**src/hw/rtl/lsi_pkg.sv**
```systemverilog
`timescale 1ns / 1ps
// ----------------------------------------------------------------------------
// Latching safety interlock package
// Shared types, codes and constants for the interlock sequencer and its
// searchable stores.
// ----------------------------------------------------------------------------
package lsi_pkg;

    // Default sizing of the stores and id fields.
    localparam int MAX_CAUSES_DEF    = 32;
    localparam int RETIRED_DEPTH_DEF = 32;
    localparam int ID_BITS_DEF       = 16;

    // Configuration port and field widths.
    localparam int CFG_IDX_W  = 3;
    localparam int CFG_DATA_W = 32;
    localparam int TIME_W     = 32;
    localparam int WIN_W      = 27;
    localparam int FIELD_ID_W = 16;
    localparam int CAUSE_W    = 8;

    // Signal values carried by a heartbeat.
    localparam logic [1:0] SIG_SAFE  = 2'd0;
    localparam logic [1:0] SIG_ALARM = 2'd1;
    localparam logic [1:0] SIG_FAULT = 2'd2;

    // Internal trip causes.
    localparam logic [CAUSE_W-1:0] CAUSE_ALARM    = 8'd1;
    localparam logic [CAUSE_W-1:0] CAUSE_FAULT    = 8'd2;
    localparam logic [CAUSE_W-1:0] CAUSE_TIMEOUT  = 8'd3;
    localparam logic [CAUSE_W-1:0] CAUSE_NOT_SAFE = 8'd4;

    typedef enum logic [1:0] {
        CMD_HEARTBEAT = 2'd0,
        CMD_TICK      = 2'd1,
        CMD_TRIP      = 2'd2,
        CMD_RESET     = 2'd3
    } t_cmd;

    typedef enum logic [1:0] {
        MODE_INHIBITED = 2'd0,
        MODE_READY     = 2'd1,
        MODE_LATCHED   = 2'd2
    } t_mode;

    typedef enum logic [CFG_IDX_W-1:0] {
        CFG_ENABLED         = 3'd0,
        CFG_HB_REQUIRED     = 3'd1,
        CFG_HB_TIMEOUT      = 3'd2,
        CFG_SAFE_READY      = 3'd3,
        CFG_SAFE_RESET      = 3'd4,
        CFG_EXPECTED_SOURCE = 3'd5
    } t_cfg_idx;

    typedef enum logic [4:0] {
        STS_ACCEPTED           = 5'd0,
        STS_SESSION_CHANGED    = 5'd1,
        STS_REPLAYED           = 5'd2,
        STS_INVALID_HEARTBEAT  = 5'd3,
        STS_UNEXPECTED_SOURCE  = 5'd4,
        STS_SOURCE_CHANGED     = 5'd5,
        STS_DISABLED           = 5'd6,
        STS_TRIPPED            = 5'd7,
        STS_ALREADY_LATCHED    = 5'd8,
        STS_INCIDENT_LATCHED   = 5'd9,
        STS_READY_NO_INTERLOCK = 5'd10,
        STS_AWAITING_INTERLOCK = 5'd11,
        STS_STABILIZING        = 5'd12,
        STS_READY              = 5'd13,
        STS_INVALID_INCIDENT   = 5'd14,
        STS_NOT_LATCHED        = 5'd15,
        STS_INCIDENT_MISMATCH  = 5'd16,
        STS_INVALID_AUDIT      = 5'd17,
        STS_NOT_SAFE           = 5'd18,
        STS_NOT_STABLE         = 5'd19,
        STS_RESET              = 5'd20,
        STS_GEN_EXHAUSTED      = 5'd21
    } t_status;

    // Sequencer states.
    typedef enum logic [2:0] {
        S_IDLE,
        S_DISPATCH,
        S_RET_WAIT,
        S_HB_APPLY,
        S_LATCH,
        S_CAUSE_WAIT,
        S_FINISH
    } t_lsi_state;

    // One command request.
    typedef struct packed {
        logic [1:0]            command;
        logic [TIME_W-1:0]     now_ms;
        logic [FIELD_ID_W-1:0] source_id;
        logic [FIELD_ID_W-1:0] session_id;
        logic [31:0]           sequence_number;
        logic [1:0]            signal;
        logic [CAUSE_W-1:0]    cause_code;
        logic [31:0]           incident_expected;
        logic [FIELD_ID_W-1:0] operator_id;
        logic                  reason_present;
    } t_lsi_req;

    // One result.
    typedef struct packed {
        logic [4:0]  status;
        logic        tripped;
        logic [1:0]  mode;
        logic        fresh_heartbeat;
        logic        reset_allowed;
        logic [31:0] incident_number;
        logic [5:0]  cause_count;
        logic [31:0] generation;
    } t_lsi_rsp;

    // Result of a store search.
    typedef struct packed {
        logic done;
        logic found;
    } t_lsi_srch_res;

endpackage

```
**src/hw/rtl/lsi_search.sv**
```systemverilog
`timescale 1ns / 1ps
// ----------------------------------------------------------------------------
// Searchable store
// A memory with an append/overwrite write port and a sequential
// key search that reads one entry per cycle over the filled entries.
// ----------------------------------------------------------------------------
module lsi_search #(
    parameter int DEPTH = 32,
    parameter int WIDTH = 16,
    localparam int AW = (DEPTH > 1) ? $clog2(DEPTH) : 1,
    localparam int CW = $clog2(DEPTH + 1)
) (
    input  logic                  i_clk,
    input  logic                  i_rst_n,
    input  logic                  i_start,
    input  logic [WIDTH-1:0]      i_key,
    input  logic [CW-1:0]         i_count,
    input  logic                  i_wr_en,
    input  logic [AW-1:0]         i_wr_addr,
    input  logic [WIDTH-1:0]      i_wr_data,
    output lsi_pkg::t_lsi_srch_res o_res
);
    import lsi_pkg::*;

    logic [WIDTH-1:0] r_mem [DEPTH];
    logic [WIDTH-1:0] r_rd;
    logic [WIDTH-1:0] r_key;
    logic [CW-1:0]    r_idx;
    logic [CW-1:0]    r_cnt;
    logic             r_busy;
    logic             r_pend;
    logic             r_found;
    logic             w_more;

    assign w_more = r_idx < r_cnt;

    // Memory write port and registered search read.
    always_ff @(posedge i_clk) begin
        if (i_wr_en) begin
            r_mem[i_wr_addr] <= i_wr_data;
        end
        if (r_busy && w_more) begin
            r_rd <= r_mem[r_idx[AW-1:0]];
        end
        if (i_start) begin
            r_key <= i_key;
            r_cnt <= i_count;
        end
    end

    // Search control: one read issued and one compare made per cycle.
    always_ff @(posedge i_clk) begin
        if (!i_rst_n) begin
            r_busy  <= 1'b0;
            r_pend  <= 1'b0;
            r_found <= 1'b0;
            r_idx   <= '0;
        end else if (i_start) begin
            r_busy  <= 1'b1;
            r_pend  <= 1'b0;
            r_found <= 1'b0;
            r_idx   <= '0;
        end else if (r_busy) begin
            r_pend <= w_more;
            if (w_more) begin
                r_idx <= r_idx + CW'(1);
            end
            if (r_pend && (r_rd == r_key)) begin
                r_found <= 1'b1;
            end
            if (!w_more && !r_pend) begin
                r_busy <= 1'b0;
            end
        end
    end

    assign o_res.done  = r_busy && !w_more && !r_pend;
    assign o_res.found = r_found;

endmodule

```
**src/hw/rtl/latching_safety_interlock.sv**
```systemverilog
`timescale 1ns / 1ps
// ----------------------------------------------------------------------------
// Latching safety interlock
// Heartbeat, tick, trip and reset sequencer with replay rejection, retired
// session ring, timeout and stability windows and a latched cause list.
// ----------------------------------------------------------------------------
// Sequence: a command that needs no search passes through S_DISPATCH and
// S_FINISH before its result is registered. The retired ring search (S_RET_WAIT)
// and the cause list search (S_CAUSE_WAIT) add to that where the command needs them.
// Flow: one request at a time; the input is taken again in S_IDLE, which the
// sequencer enters as the result is registered, and a stalled output register holds the sequencer.
// Reset: synchronous active-low reset restores the control and configuration registers and mode state.
// ----------------------------------------------------------------------------
module latching_safety_interlock #(
    parameter int MAX_CAUSES    = lsi_pkg::MAX_CAUSES_DEF,
    parameter int RETIRED_DEPTH = lsi_pkg::RETIRED_DEPTH_DEF,
    parameter int ID_BITS       = lsi_pkg::ID_BITS_DEF
) (
    input  logic                              i_clk,
    input  logic                              i_rst_n,
    input  logic                              i_in_valid,
    output logic                              o_in_stall,
    input  lsi_pkg::t_lsi_req                 i_in_data,
    output logic                              o_out_valid,
    input  logic                              i_out_stall,
    output lsi_pkg::t_lsi_rsp                 o_out_data,
    input  logic                              i_cfg_valid,
    output logic                              o_cfg_ready,
    input  logic [lsi_pkg::CFG_IDX_W-1:0]     i_cfg_index,
    input  logic [lsi_pkg::CFG_DATA_W-1:0]    i_cfg_data
);
    import lsi_pkg::*;

    localparam int IdW  = (ID_BITS < FIELD_ID_W) ? ID_BITS : FIELD_ID_W;
    localparam int EntW = CAUSE_W + IdW;
    localparam int RAW  = (RETIRED_DEPTH > 1) ? $clog2(RETIRED_DEPTH) : 1;
    localparam int RCW  = $clog2(RETIRED_DEPTH + 1);
    localparam int CAW  = (MAX_CAUSES > 1) ? $clog2(MAX_CAUSES) : 1;
    localparam int CCW  = $clog2(MAX_CAUSES + 1);

    // Configuration registers.
    logic             r_enabled;
    logic             r_hb_req;
    logic [WIN_W-1:0] r_timeout;
    logic [WIN_W-1:0] r_safe_ready;
    logic [WIN_W-1:0] r_safe_reset;
    logic [IdW-1:0]   r_exp_src;

    // Interlock state.
    t_lsi_state         r_state, n_state;
    t_lsi_req           r_req, n_req;
    logic [1:0]         r_sig, n_sig;
    t_mode              r_mode, n_mode;
    logic               r_baseline, n_baseline;
    logic               r_seen, n_seen;
    logic [IdW-1:0]     r_cur_src, n_cur_src;
    logic [IdW-1:0]     r_cur_sess, n_cur_sess;
    logic [31:0]        r_last_seq, n_last_seq;
    logic [TIME_W-1:0]  r_hb_time, n_hb_time;
    logic [1:0]         r_last_sig, n_last_sig;
    logic               r_safe_valid, n_safe_valid;
    logic [TIME_W-1:0]  r_safe_time, n_safe_time;
    logic [RCW-1:0]     r_ret_cnt, n_ret_cnt;
    logic [RAW-1:0]     r_ret_wptr, n_ret_wptr;
    logic               r_inc_active, n_inc_active;
    logic [31:0]        r_inc_num, n_inc_num;
    logic [CCW-1:0]     r_held, n_held;
    logic [31:0]        r_gen, n_gen;
    logic               r_pfail, n_pfail;
    logic               r_retired, n_retired;
    t_status            r_status, n_status;
    logic               r_tripped, n_tripped;
    logic [CAUSE_W-1:0] r_lcause, n_lcause;
    logic [IdW-1:0]     r_lsrc, n_lsrc;
    logic               r_lfixed, n_lfixed;
    logic               r_out_valid, n_out_valid;
    t_lsi_rsp           r_out, n_out;

    // Store control.
    logic             w_rs_start, w_rs_wr;
    logic [RAW-1:0]   w_rs_addr;
    t_lsi_srch_res    w_rs_res;
    logic             w_cs_start, w_cs_wr;
    logic [CAW-1:0]   w_cs_addr;
    t_lsi_srch_res    w_cs_res;

    // Derived conditions.
    logic [IdW-1:0]    w_src, w_sess, w_op;
    logic [TIME_W-1:0] w_hb_age, w_safe_age;
    logic              w_fresh, w_safe_ready_ok, w_safe_reset_ok, w_reset_ok;
    logic              w_gen_full, w_same, w_chg, w_fin_latch, w_lchg;
    t_status           w_lstat;

    assign w_src  = r_req.source_id[IdW-1:0];
    assign w_sess = r_req.session_id[IdW-1:0];
    assign w_op   = r_req.operator_id[IdW-1:0];

    // Heartbeat freshness and safe windows at the request time.
    assign w_hb_age   = r_req.now_ms - r_hb_time;
    assign w_safe_age = r_req.now_ms - r_safe_time;
    assign w_fresh = r_seen && (r_req.now_ms >= r_hb_time) &&
                     (w_hb_age <= {{(TIME_W-WIN_W){1'b0}}, r_timeout});
    assign w_safe_ready_ok = r_safe_valid && (r_req.now_ms >= r_safe_time) &&
                     (w_safe_age >= {{(TIME_W-WIN_W){1'b0}}, r_safe_ready});
    assign w_safe_reset_ok = r_safe_valid && (r_req.now_ms >= r_safe_time) &&
                     (w_safe_age >= {{(TIME_W-WIN_W){1'b0}}, r_safe_reset});
    assign w_reset_ok = r_enabled && r_inc_active && (r_mode == MODE_LATCHED) &&
                     (!r_hb_req || (w_fresh && (r_last_sig == SIG_SAFE) &&
                                    w_safe_reset_ok));
    assign w_gen_full = (r_gen == '1);
    assign w_same     = r_seen && (w_sess == r_cur_sess);
    assign w_chg      = r_seen && !w_same;

    // Configuration writes.
    assign o_cfg_ready = 1'b1;
    always_ff @(posedge i_clk) begin
        if (!i_rst_n) begin
            r_enabled    <= 1'b1;
            r_hb_req     <= 1'b1;
            r_timeout    <= WIN_W'(1000);
            r_safe_ready <= '0;
            r_safe_reset <= '0;
            r_exp_src    <= '0;
        end else if (i_cfg_valid) begin
            unique case (i_cfg_index)
                CFG_ENABLED:         r_enabled    <= i_cfg_data[0];
                CFG_HB_REQUIRED:     r_hb_req     <= i_cfg_data[0];
                CFG_HB_TIMEOUT:      r_timeout    <= i_cfg_data[WIN_W-1:0];
                CFG_SAFE_READY:      r_safe_ready <= i_cfg_data[WIN_W-1:0];
                CFG_SAFE_RESET:      r_safe_reset <= i_cfg_data[WIN_W-1:0];
                CFG_EXPECTED_SOURCE: r_exp_src    <= i_cfg_data[IdW-1:0];
                default: ;
            endcase
        end
    end

    // Retired session ring.
    lsi_search #(
        .DEPTH (RETIRED_DEPTH),
        .WIDTH (IdW)
    ) u_retired (
        .i_clk     (i_clk),
        .i_rst_n   (i_rst_n),
        .i_start   (w_rs_start),
        .i_key     (w_sess),
        .i_count   (r_ret_cnt),
        .i_wr_en   (w_rs_wr),
        .i_wr_addr (w_rs_addr),
        .i_wr_data (r_cur_sess),
        .o_res     (w_rs_res)
    );

    // Cause list of the active incident.
    lsi_search #(
        .DEPTH (MAX_CAUSES),
        .WIDTH (EntW)
    ) u_causes (
        .i_clk     (i_clk),
        .i_rst_n   (i_rst_n),
        .i_start   (w_cs_start),
        .i_key     ({r_lcause, r_lsrc}),
        .i_count   (r_held),
        .i_wr_en   (w_cs_wr),
        .i_wr_addr (w_cs_addr),
        .i_wr_data ({r_lcause, r_lsrc}),
        .o_res     (w_cs_res)
    );

    // Sequencer next state and state updates.
    always_comb begin
        n_state      = r_state;
        n_req        = r_req;
        n_sig        = r_sig;
        n_mode       = r_mode;
        n_baseline   = r_baseline;
        n_seen       = r_seen;
        n_cur_src    = r_cur_src;
        n_cur_sess   = r_cur_sess;
        n_last_seq   = r_last_seq;
        n_hb_time    = r_hb_time;
        n_last_sig   = r_last_sig;
        n_safe_valid = r_safe_valid;
        n_safe_time  = r_safe_time;
        n_ret_cnt    = r_ret_cnt;
        n_ret_wptr   = r_ret_wptr;
        n_inc_active = r_inc_active;
        n_inc_num    = r_inc_num;
        n_held       = r_held;
        n_gen        = r_gen;
        n_pfail      = r_pfail;
        n_retired    = r_retired;
        n_status     = r_status;
        n_tripped    = r_tripped;
        n_lcause     = r_lcause;
        n_lsrc       = r_lsrc;
        n_lfixed     = r_lfixed;
        n_out        = r_out;
        n_out_valid  = r_out_valid && i_out_stall;
        w_rs_start   = 1'b0;
        w_rs_wr      = 1'b0;
        w_rs_addr    = (r_ret_cnt < RCW'(RETIRED_DEPTH)) ? r_ret_cnt[RAW-1:0] : r_ret_wptr;
        w_cs_start   = 1'b0;
        w_cs_wr      = 1'b0;
        w_cs_addr    = r_held[CAW-1:0];
        w_fin_latch  = 1'b0;
        w_lchg       = 1'b0;
        w_lstat      = STS_TRIPPED;

        unique case (r_state)
            // Take a request and fold an out-of-range signal onto fault.
            S_IDLE: begin
                if (i_in_valid) begin
                    n_req     = i_in_data;
                    n_sig     = (i_in_data.signal > SIG_FAULT) ? SIG_FAULT
                                                               : i_in_data.signal;
                    n_tripped = 1'b0;
                    n_lfixed  = 1'b0;
                    n_state   = S_DISPATCH;
                end
            end

            // First decision on the command.
            S_DISPATCH: begin
                n_state = S_FINISH;
                unique case (r_req.command)
                    CMD_HEARTBEAT: begin
                        priority if (!r_enabled) begin
                            n_status = STS_DISABLED;
                        end else if ((w_src == '0) || (w_sess == '0)) begin
                            n_status = STS_INVALID_HEARTBEAT;
                        end else if ((r_exp_src != '0) && (w_src != r_exp_src)) begin
                            n_status = STS_UNEXPECTED_SOURCE;
                        end else if (r_seen && (w_src != r_cur_src)) begin
                            n_status = STS_SOURCE_CHANGED;
                        end else if (w_same) begin
                            n_retired = 1'b0;
                            n_state   = S_HB_APPLY;
                        end else begin
                            w_rs_start = 1'b1;
                            n_state    = S_RET_WAIT;
                        end
                    end
                    CMD_TICK: begin
                        priority if (!r_enabled) begin
                            n_mode   = MODE_READY;
                            n_status = STS_DISABLED;
                        end else if (r_mode == MODE_LATCHED) begin
                            n_tripped = 1'b1;
                            n_status  = STS_INCIDENT_LATCHED;
                            if (r_pfail) begin
                                if (w_gen_full) begin
                                    n_status = STS_GEN_EXHAUSTED;
                                end else begin
                                    n_gen   = r_gen + 32'd1;
                                    n_pfail = 1'b0;
                                end
                            end
                        end else if (r_hb_req && !r_seen) begin
                            n_mode   = MODE_INHIBITED;
                            n_status = STS_AWAITING_INTERLOCK;
                        end else if (r_hb_req && !w_fresh) begin
                            n_lcause = CAUSE_TIMEOUT;
                            n_lsrc   = r_cur_src;
                            n_state  = S_LATCH;
                        end else if (r_hb_req && (r_last_sig != SIG_SAFE)) begin
                            n_lcause = CAUSE_NOT_SAFE;
                            n_lsrc   = r_cur_src;
                            n_state  = S_LATCH;
                        end else if (r_hb_req && !w_safe_ready_ok) begin
                            n_mode   = MODE_INHIBITED;
                            n_status = STS_STABILIZING;
                        end else begin
                            // Ready, with the first baseline persist if needed.
                            n_status = r_hb_req ? STS_READY : STS_READY_NO_INTERLOCK;
                            n_pfail  = 1'b0;
                            n_mode   = MODE_READY;
                            if (!r_baseline) begin
                                if (w_gen_full) begin
                                    n_pfail  = 1'b1;
                                    n_mode   = MODE_INHIBITED;
                                    n_status = STS_GEN_EXHAUSTED;
                                end else begin
                                    n_baseline = 1'b1;
                                    n_gen      = r_gen + 32'd1;
                                end
                            end
                        end
                    end
                    CMD_TRIP: begin
                        priority if (!r_enabled) begin
                            n_status = STS_DISABLED;
                        end else if (r_req.cause_code == '0) begin
                            n_status = STS_INVALID_INCIDENT;
                        end else begin
                            n_lcause = r_req.cause_code;
                            n_lsrc   = w_src;
                            n_state  = S_LATCH;
                        end
                    end
                    CMD_RESET: begin
                        priority if (!r_enabled) begin
                            n_status = STS_DISABLED;
                        end else if (!r_inc_active || (r_mode != MODE_LATCHED)) begin
                            n_status = STS_NOT_LATCHED;
                        end else if (r_req.incident_expected != r_inc_num) begin
                            n_status = STS_INCIDENT_MISMATCH;
                        end else if ((w_op == '0) || !r_req.reason_present) begin
                            n_status = STS_INVALID_AUDIT;
                        end else if (r_hb_req &&
                                     (!w_fresh || (r_last_sig != SIG_SAFE))) begin
                            n_status = STS_NOT_SAFE;
                        end else if (r_hb_req && !w_safe_reset_ok) begin
                            n_status = STS_NOT_STABLE;
                        end else if (w_gen_full) begin
                            n_pfail  = 1'b1;
                            n_status = STS_GEN_EXHAUSTED;
                        end else begin
                            n_gen        = r_gen + 32'd1;
                            n_inc_active = 1'b0;
                            n_baseline   = 1'b1;
                            n_pfail      = 1'b0;
                            n_mode       = MODE_READY;
                            n_status     = STS_RESET;
                        end
                    end
                    default: ;
                endcase
            end

            // Wait for the retired session search.
            S_RET_WAIT: begin
                if (w_rs_res.done) begin
                    n_retired = w_rs_res.found;
                    n_state   = S_HB_APPLY;
                end
            end

            // Replay check, then take the heartbeat.
            S_HB_APPLY: begin
                n_lcause = (r_sig == SIG_ALARM) ? CAUSE_ALARM : CAUSE_FAULT;
                n_lsrc   = w_src;
                n_state  = S_FINISH;
                if ((w_same && (r_req.sequence_number <= r_last_seq)) || r_retired) begin
                    n_status = STS_REPLAYED;
                    if (r_sig != SIG_SAFE) begin
                        n_lfixed = 1'b1;
                        n_state  = S_LATCH;
                    end
                end else begin
                    if (w_chg) begin
                        // Retire the old session; a full ring drops its oldest.
                        w_rs_wr      = 1'b1;
                        n_safe_valid = 1'b0;
                        if (r_ret_cnt < RCW'(RETIRED_DEPTH)) begin
                            n_ret_cnt = r_ret_cnt + RCW'(1);
                        end else if (r_ret_wptr == RAW'(RETIRED_DEPTH - 1)) begin
                            n_ret_wptr = '0;
                        end else begin
                            n_ret_wptr = r_ret_wptr + RAW'(1);
                        end
                        if (r_hb_req && (r_mode == MODE_READY)) begin
                            n_mode = MODE_INHIBITED;
                        end
                    end
                    n_seen     = 1'b1;
                    n_cur_src  = w_src;
                    n_cur_sess = w_sess;
                    n_last_seq = r_req.sequence_number;
                    n_hb_time  = r_req.now_ms;
                    n_last_sig = r_sig;
                    if (r_sig == SIG_SAFE) begin
                        if ((r_last_sig != SIG_SAFE) || w_chg || !r_safe_valid) begin
                            n_safe_time  = r_req.now_ms;
                            n_safe_valid = 1'b1;
                        end
                        n_status = w_chg ? STS_SESSION_CHANGED : STS_ACCEPTED;
                    end else begin
                        n_safe_valid = 1'b0;
                        n_state      = S_LATCH;
                    end
                end
            end

            // Open a new incident or search the held causes.
            S_LATCH: begin
                if (!r_inc_active) begin
                    w_cs_wr      = 1'b1;
                    w_cs_addr    = '0;
                    n_held       = CCW'(1);
                    n_inc_active = 1'b1;
                    n_inc_num    = r_gen + 32'd1;
                    w_lchg       = 1'b1;
                    w_fin_latch  = 1'b1;
                end else begin
                    w_cs_start = 1'b1;
                    n_state    = S_CAUSE_WAIT;
                end
            end

            // Append a new cause while room is left.
            S_CAUSE_WAIT: begin
                if (w_cs_res.done) begin
                    w_fin_latch = 1'b1;
                    if (!w_cs_res.found && (r_held < CCW'(MAX_CAUSES))) begin
                        w_cs_wr = 1'b1;
                        n_held  = r_held + CCW'(1);
                        w_lchg  = 1'b1;
                    end
                end
            end

            // Move the result into the output register.
            S_FINISH: begin
                if (!r_out_valid || !i_out_stall) begin
                    n_out.status          = r_status;
                    n_out.tripped         = r_tripped;
                    n_out.mode            = r_mode;
                    n_out.fresh_heartbeat = w_fresh;
                    n_out.reset_allowed   = w_reset_ok;
                    n_out.incident_number = r_inc_active ? r_inc_num : 32'd0;
                    n_out.cause_count     = r_inc_active ? 6'(r_held) : 6'd0;
                    n_out.generation      = r_gen;
                    n_out_valid           = 1'b1;
                    n_state               = S_IDLE;
                end
            end

            default: n_state = S_IDLE;
        endcase

        // Common end of a latch: persist when the incident changed or a
        // previous persist failed.
        if (w_fin_latch) begin
            n_baseline = 1'b1;
            n_mode     = MODE_LATCHED;
            n_tripped  = 1'b1;
            n_state    = S_FINISH;
            if (!w_lchg && !r_pfail) begin
                w_lstat = STS_ALREADY_LATCHED;
            end else if (w_gen_full) begin
                n_pfail = 1'b1;
                w_lstat = STS_GEN_EXHAUSTED;
            end else begin
                n_gen   = r_gen + 32'd1;
                n_pfail = 1'b0;
                w_lstat = STS_TRIPPED;
            end
            n_status = r_lfixed ? STS_REPLAYED : w_lstat;
        end
    end

    // Control and state registers.
    always_ff @(posedge i_clk) begin
        if (!i_rst_n) begin
            r_state      <= S_IDLE;
            r_mode       <= MODE_INHIBITED;
            r_baseline   <= 1'b0;
            r_seen       <= 1'b0;
            r_cur_src    <= '0;
            r_cur_sess   <= '0;
            r_last_seq   <= '0;
            r_hb_time    <= '0;
            r_last_sig   <= SIG_FAULT;
            r_safe_valid <= 1'b0;
            r_safe_time  <= '0;
            r_ret_cnt    <= '0;
            r_ret_wptr   <= '0;
            r_inc_active <= 1'b0;
            r_inc_num    <= '0;
            r_held       <= '0;
            r_gen        <= '0;
            r_pfail      <= 1'b0;
            r_out_valid  <= 1'b0;
        end else begin
            r_state      <= n_state;
            r_mode       <= n_mode;
            r_baseline   <= n_baseline;
            r_seen       <= n_seen;
            r_cur_src    <= n_cur_src;
            r_cur_sess   <= n_cur_sess;
            r_last_seq   <= n_last_seq;
            r_hb_time    <= n_hb_time;
            r_last_sig   <= n_last_sig;
            r_safe_valid <= n_safe_valid;
            r_safe_time  <= n_safe_time;
            r_ret_cnt    <= n_ret_cnt;
            r_ret_wptr   <= n_ret_wptr;
            r_inc_active <= n_inc_active;
            r_inc_num    <= n_inc_num;
            r_held       <= n_held;
            r_gen        <= n_gen;
            r_pfail      <= n_pfail;
            r_out_valid  <= n_out_valid;
        end
    end

    // Request working registers and output payload.
    always_ff @(posedge i_clk) begin
        r_req     <= n_req;
        r_sig     <= n_sig;
        r_retired <= n_retired;
        r_status  <= n_status;
        r_tripped <= n_tripped;
        r_lcause  <= n_lcause;
        r_lsrc    <= n_lsrc;
        r_lfixed  <= n_lfixed;
        r_out     <= n_out;
    end

    assign o_in_stall  = (r_state != S_IDLE);
    assign o_out_valid = r_out_valid;
    assign o_out_data  = r_out;

endmodule

```
**config.mk**
```make
export PLATFORM = sky130hd
export DESIGN_NAME = latching_safety_interlock
export DESIGN_NICKNAME = d
export VERILOG_FILES = /design/src/hw/rtl/lsi_pkg.sv /design/src/hw/rtl/lsi_search.sv /design/src/hw/rtl/latching_safety_interlock.sv
export SDC_FILE = /design/constraint.sdc
export NUM_CORES = 2
export LEC_CHECK = 0
export BUFFER_PORTS_ARGS = -buffer_cell sky130_fd_sc_hd__buf_4
export CAP_MARGIN = 40
export CORE_ASPECT_RATIO = 2
export CORE_MARGIN = 1
export CORE_UTILIZATION = 60
export CTS_CLUSTER_SIZE = 16
export DETAILED_ROUTE_END_ITERATION = 12
export PLACE_DENSITY_LB_ADDON = 0.12
export SLEW_MARGIN = 20
export SYNTH_ARGS = -nofsm -noshare
export SYNTH_HDL_FRONTEND = slang
export SYNTH_SLANG_ARGS = --single-unit
```
**constraint.sdc**
```tcl
create_clock -name i_clk -period 7.65 [get_ports i_clk]
set_input_delay 1.9125 -clock i_clk [delete_from_list [all_inputs] [get_ports i_clk]]
set_output_delay 1.9125 -clock i_clk [all_outputs]
set_load 0.1 [all_outputs]
```
==> out/metrics.csv <==
metric,value,unit
outcome,completed,
synth_edf_count,1640,
dp_hpwl,146000,um
multi_input_area,25800,um2
seq_area,56100,um2
cp_slowest_cell,or3b_1,
syn_inst,5514,
synthSimpleGateAreaFrac,7.02,%
grtUsageTotal,31.1,%
cts_tree,yes,
antenna_found_initial,10,
clock_skew,0.0681,ns
async_reset_ff_share,0,%
slew_headroom,42.9,%
grt_pass1_vias,49600,
max-cap-violations,0,
drc,0,
fmax,147,MHz
ys_ff_latch,1980,
hold-worst-slack,0.455,ns
critPathArrivalTime,7.48,ns
synth_cell_types,89,
postRouteAntennaNets,0,
setup_tns,0,ns
drt_iter0_drc,4181,
ctsResizeCount,0,
setup_viol,0,
cts.htree.levels,4,
design.die.area,141000,um2
core_area,138000,um2
grt_max_degree,201,
ys.flop_type,edfxtp_1,
rows,193,
grt_pass1_wl,317000,um
tightest_slew,0.857,ns
power_density,273,nW/um2
start_util,60.4,%
min-delay-path-class,reg2reg,
overflow,0,
gp_congestion,0.933,
slowest_delay,0.58,ns
end_kind,flop,
dpl.cell_count,7513,
io_buffers,273,
ys_seq_area_share,67.0,%
rsz0062_at_grt,false,
path_class,reg2reg,
die_w,266,um
post_drt_wl_per_cell,27.9,um
synth_xor_area_share,2.30,%
synth_top_family_by_area,multiplexers,
syn-cell-area,83600,um2
path_max_fanout,24,
muxShareOfSynthArea,12.3,%
cts_buffers,176,
p_leak,32.0,nW
synth_top_area_share,58.9,%
fillers,9458,
cp.required,8.32,ns
critical_path.top_delay_family,simple AND/OR/NAND/NOR gates,
dr.pass1.iters,6,
syn-num-nets,5912,
fp.dieH,530,um
area_delta_synth_final,12.9,%
fin_cells,7833,
cp-start-kind,flop,
path_buf_inv,3,
nets,6240,
io_pins,280,
hold_buffers,0,
finalHoldViolations,0,
vias,48900,
synth_warnings,0,
synth_compound_area_share,6.00,%
synthAdderAreaFrac,3.03,%
viasPerCell,6.24,
drive_gt1_share,20.7,%
maxSlewViolCount,0,
synth.area.top_cells,"edfxtp_1 (59%), mux4_2 (11%), dfxtp_1 (8.1%), ha_1 (3.0%), nand2_1 (2.1%)",
cts.clk_slew.worst_paths,0.06,ns
postCtsSetupRepairBufs,0,
cts-root-buf,clkbuf_16,
yosysTopAreaCell,edfxtp_1,
ir_worst_vdd,0.306,mV
stdcell_area,94400,um2
syn_area_per_cell,15.2,um2
clk_latency,0.83,ns
period_minus_slack,6.81,ns
wl,218000,um
place_area,88900,um2
cts_sinks,1980,
finalCritPeriodShare,89.1,%
cts.path.max_buffers,4,
[cells in the final DEF (no fill, tap or decap), drive strengths merged, types with 11 or more instances in the layout]
master    Yosys  final
a211oi       49     49
a21o         51     51
a21oi       275    275
a221oi       14     14
a31oi        25     25
and2         56     56
and3         32     32
buf          57    444
clkbuf      238    225
clkinv        0     63
clkinvlp      0     11
dfxtp       340    340
edfxtp     1640   1640
ha          199    199
inv         220    224
mux2         68     68
mux2i        48     48
mux4        400    400
nand2       469    469
nand2b       23     23
nand3       174    174
nand4        70     70
nor2        267    267
nor2b        20     20
nor3         43     43
nor4         47     47
o211ai       20     20
o21a         22     22
o21ai       238    238
o31ai        20     20
or3          17     17
xnor2        94     94
xor2        126    126
[layer usage]
| layer | wire length (um) | share of wire [%] | GRT usage, % |
|---|---|---|---|
| met2 | 118000 | 54 | 57.1 |
| met1 | 75500 | 35 | 35.1 |
| met5 | 9 | 0.0041 | 0 |
| met3 | 12700 | 5.8 | 3.95 |
| met4 | 12300 | 5.6 | 16.4 |
[cells in the mapped netlist, types with 23 or more instances]
| library cell | instances |
|---|---|
| buf_1 | 47 |
| nand2b_1 | 23 |
| edfxtp_1 | 1640 |
| nor4_1 | 47 |
| nor3_1 | 43 |
| a21o_1 | 51 |
| nor2_1 | 267 |
| nand2_1 | 468 |
| a211oi_1 | 48 |
| mux4_2 | 400 |
| inv_1 | 219 |
| and3_1 | 32 |
| nand3_1 | 174 |
| xnor2_1 | 94 |
| xor2_1 | 126 |
| nand4_1 | 70 |
| and2_1 | 54 |
| ha_1 | 199 |
| mux2i_1 | 48 |
| a31oi_1 | 25 |
| a21oi_1 | 274 |
| mux2_2 | 68 |
| clkbuf_1 | 238 |
| dfxtp_1 | 340 |
| o21ai_0 | 230 |
[per-stage QoR]
stage	setup slack [ns]	util [%]	power, mW
2_1_floorplan	1.40	-	15.8
3_3_place_gp	1.03	63.6	17.1
3_5_place_dp	0.926	64.2	17.3
4_1_cts	0.891	68.2	25.8
5_1_grt	0.480	68.2	26.6
6_report	0.836	68.2	25.8
[final cells by class]
| type | instances | share of cell area, % |
|---|---|---|
| clock inverter | 86 | 0.689 |
| timing repair buffer | 445 | 4.15 |
| inverter | 220 | 0.885 |
| antenna | 7 | 0.0186 |
| clock buffer | 224 | 5.11 |
| tap | 1852 | 2.45 |
| multi-input combinational | 3019 | 27.3 |
| sequential | 1980 | 59.4 |
[worst register-to-register path, cell delays in order (launching register included)]
cell and delay [ns]:
edfxtp_1 0.39, inv_1 0.11, ha_1 0.17, inv_1 0.05, fa_1 0.40, a21o_1 0.20
a21oi_1 0.26, or4_1 0.25, nand3_1 0.22, a21oi_1 0.27, nor3_1 0.09, nor3_1 0.24
xnor2_1 0.13, ha_1 0.29, nand4_1 0.23, nor4_1 0.55, a31oi_1 0.15, o22ai_1 0.18
o2111ai_1 0.13, nor4_1 0.34, or3b_1 0.58, o31ai_4 0.30, buf_4 0.34, o221ai_2 0.30
nor2b_1 0.29, a22o_1 0.25
[kinds of logic after synthesis]
kind of cell,count (synthesis)
compound gates,819
xor+xnor,220
fa+ha+maj,201
buf+inv,515
flops,1980
mux,516
other cells,1
simple gates,1262
[final timing paths]
check	depth (start not counted)	from	endpoint	slack, ns
setup / recovery	25	r_req[123]	r_gen[14]	0.84
setup reg to reg	25	r_req[123]	r_gen[14]	0.84
hold reg to reg	2	r_timeout[26]	r_timeout[26]	0.46
hold / removal	2	r_timeout[26]	r_timeout[26]	0.46
[registers in the layout, indices dropped and copies added, names as in the netlist, 24 cells and up]
signal	flops
o_out_data	80
r_gen	32
r_hb_time	32
r_inc_num	32
r_last_seq	32
r_req	107
r_safe_ready	27
r_safe_reset	27
r_safe_time	32
r_timeout	27
u_causes.r_key	24
u_causes.r_mem	768
u_causes.r_rd	24
u_retired.r_mem	512
[report_power, final]
group | internal, mW | total, mW | switching, mW | leakage [nW]
Sequential | 12.4 | 13.0 | 0.559 | 18.5
Combinational | 1.57 | 4.17 | 2.60 | 10.8
Clock | 4.73 | 8.61 | 3.87 | 2.66
Total | 18.7 | 25.8 | 7.03 | 32.0
Note: power is estimated with default switching activity, not from simulation.
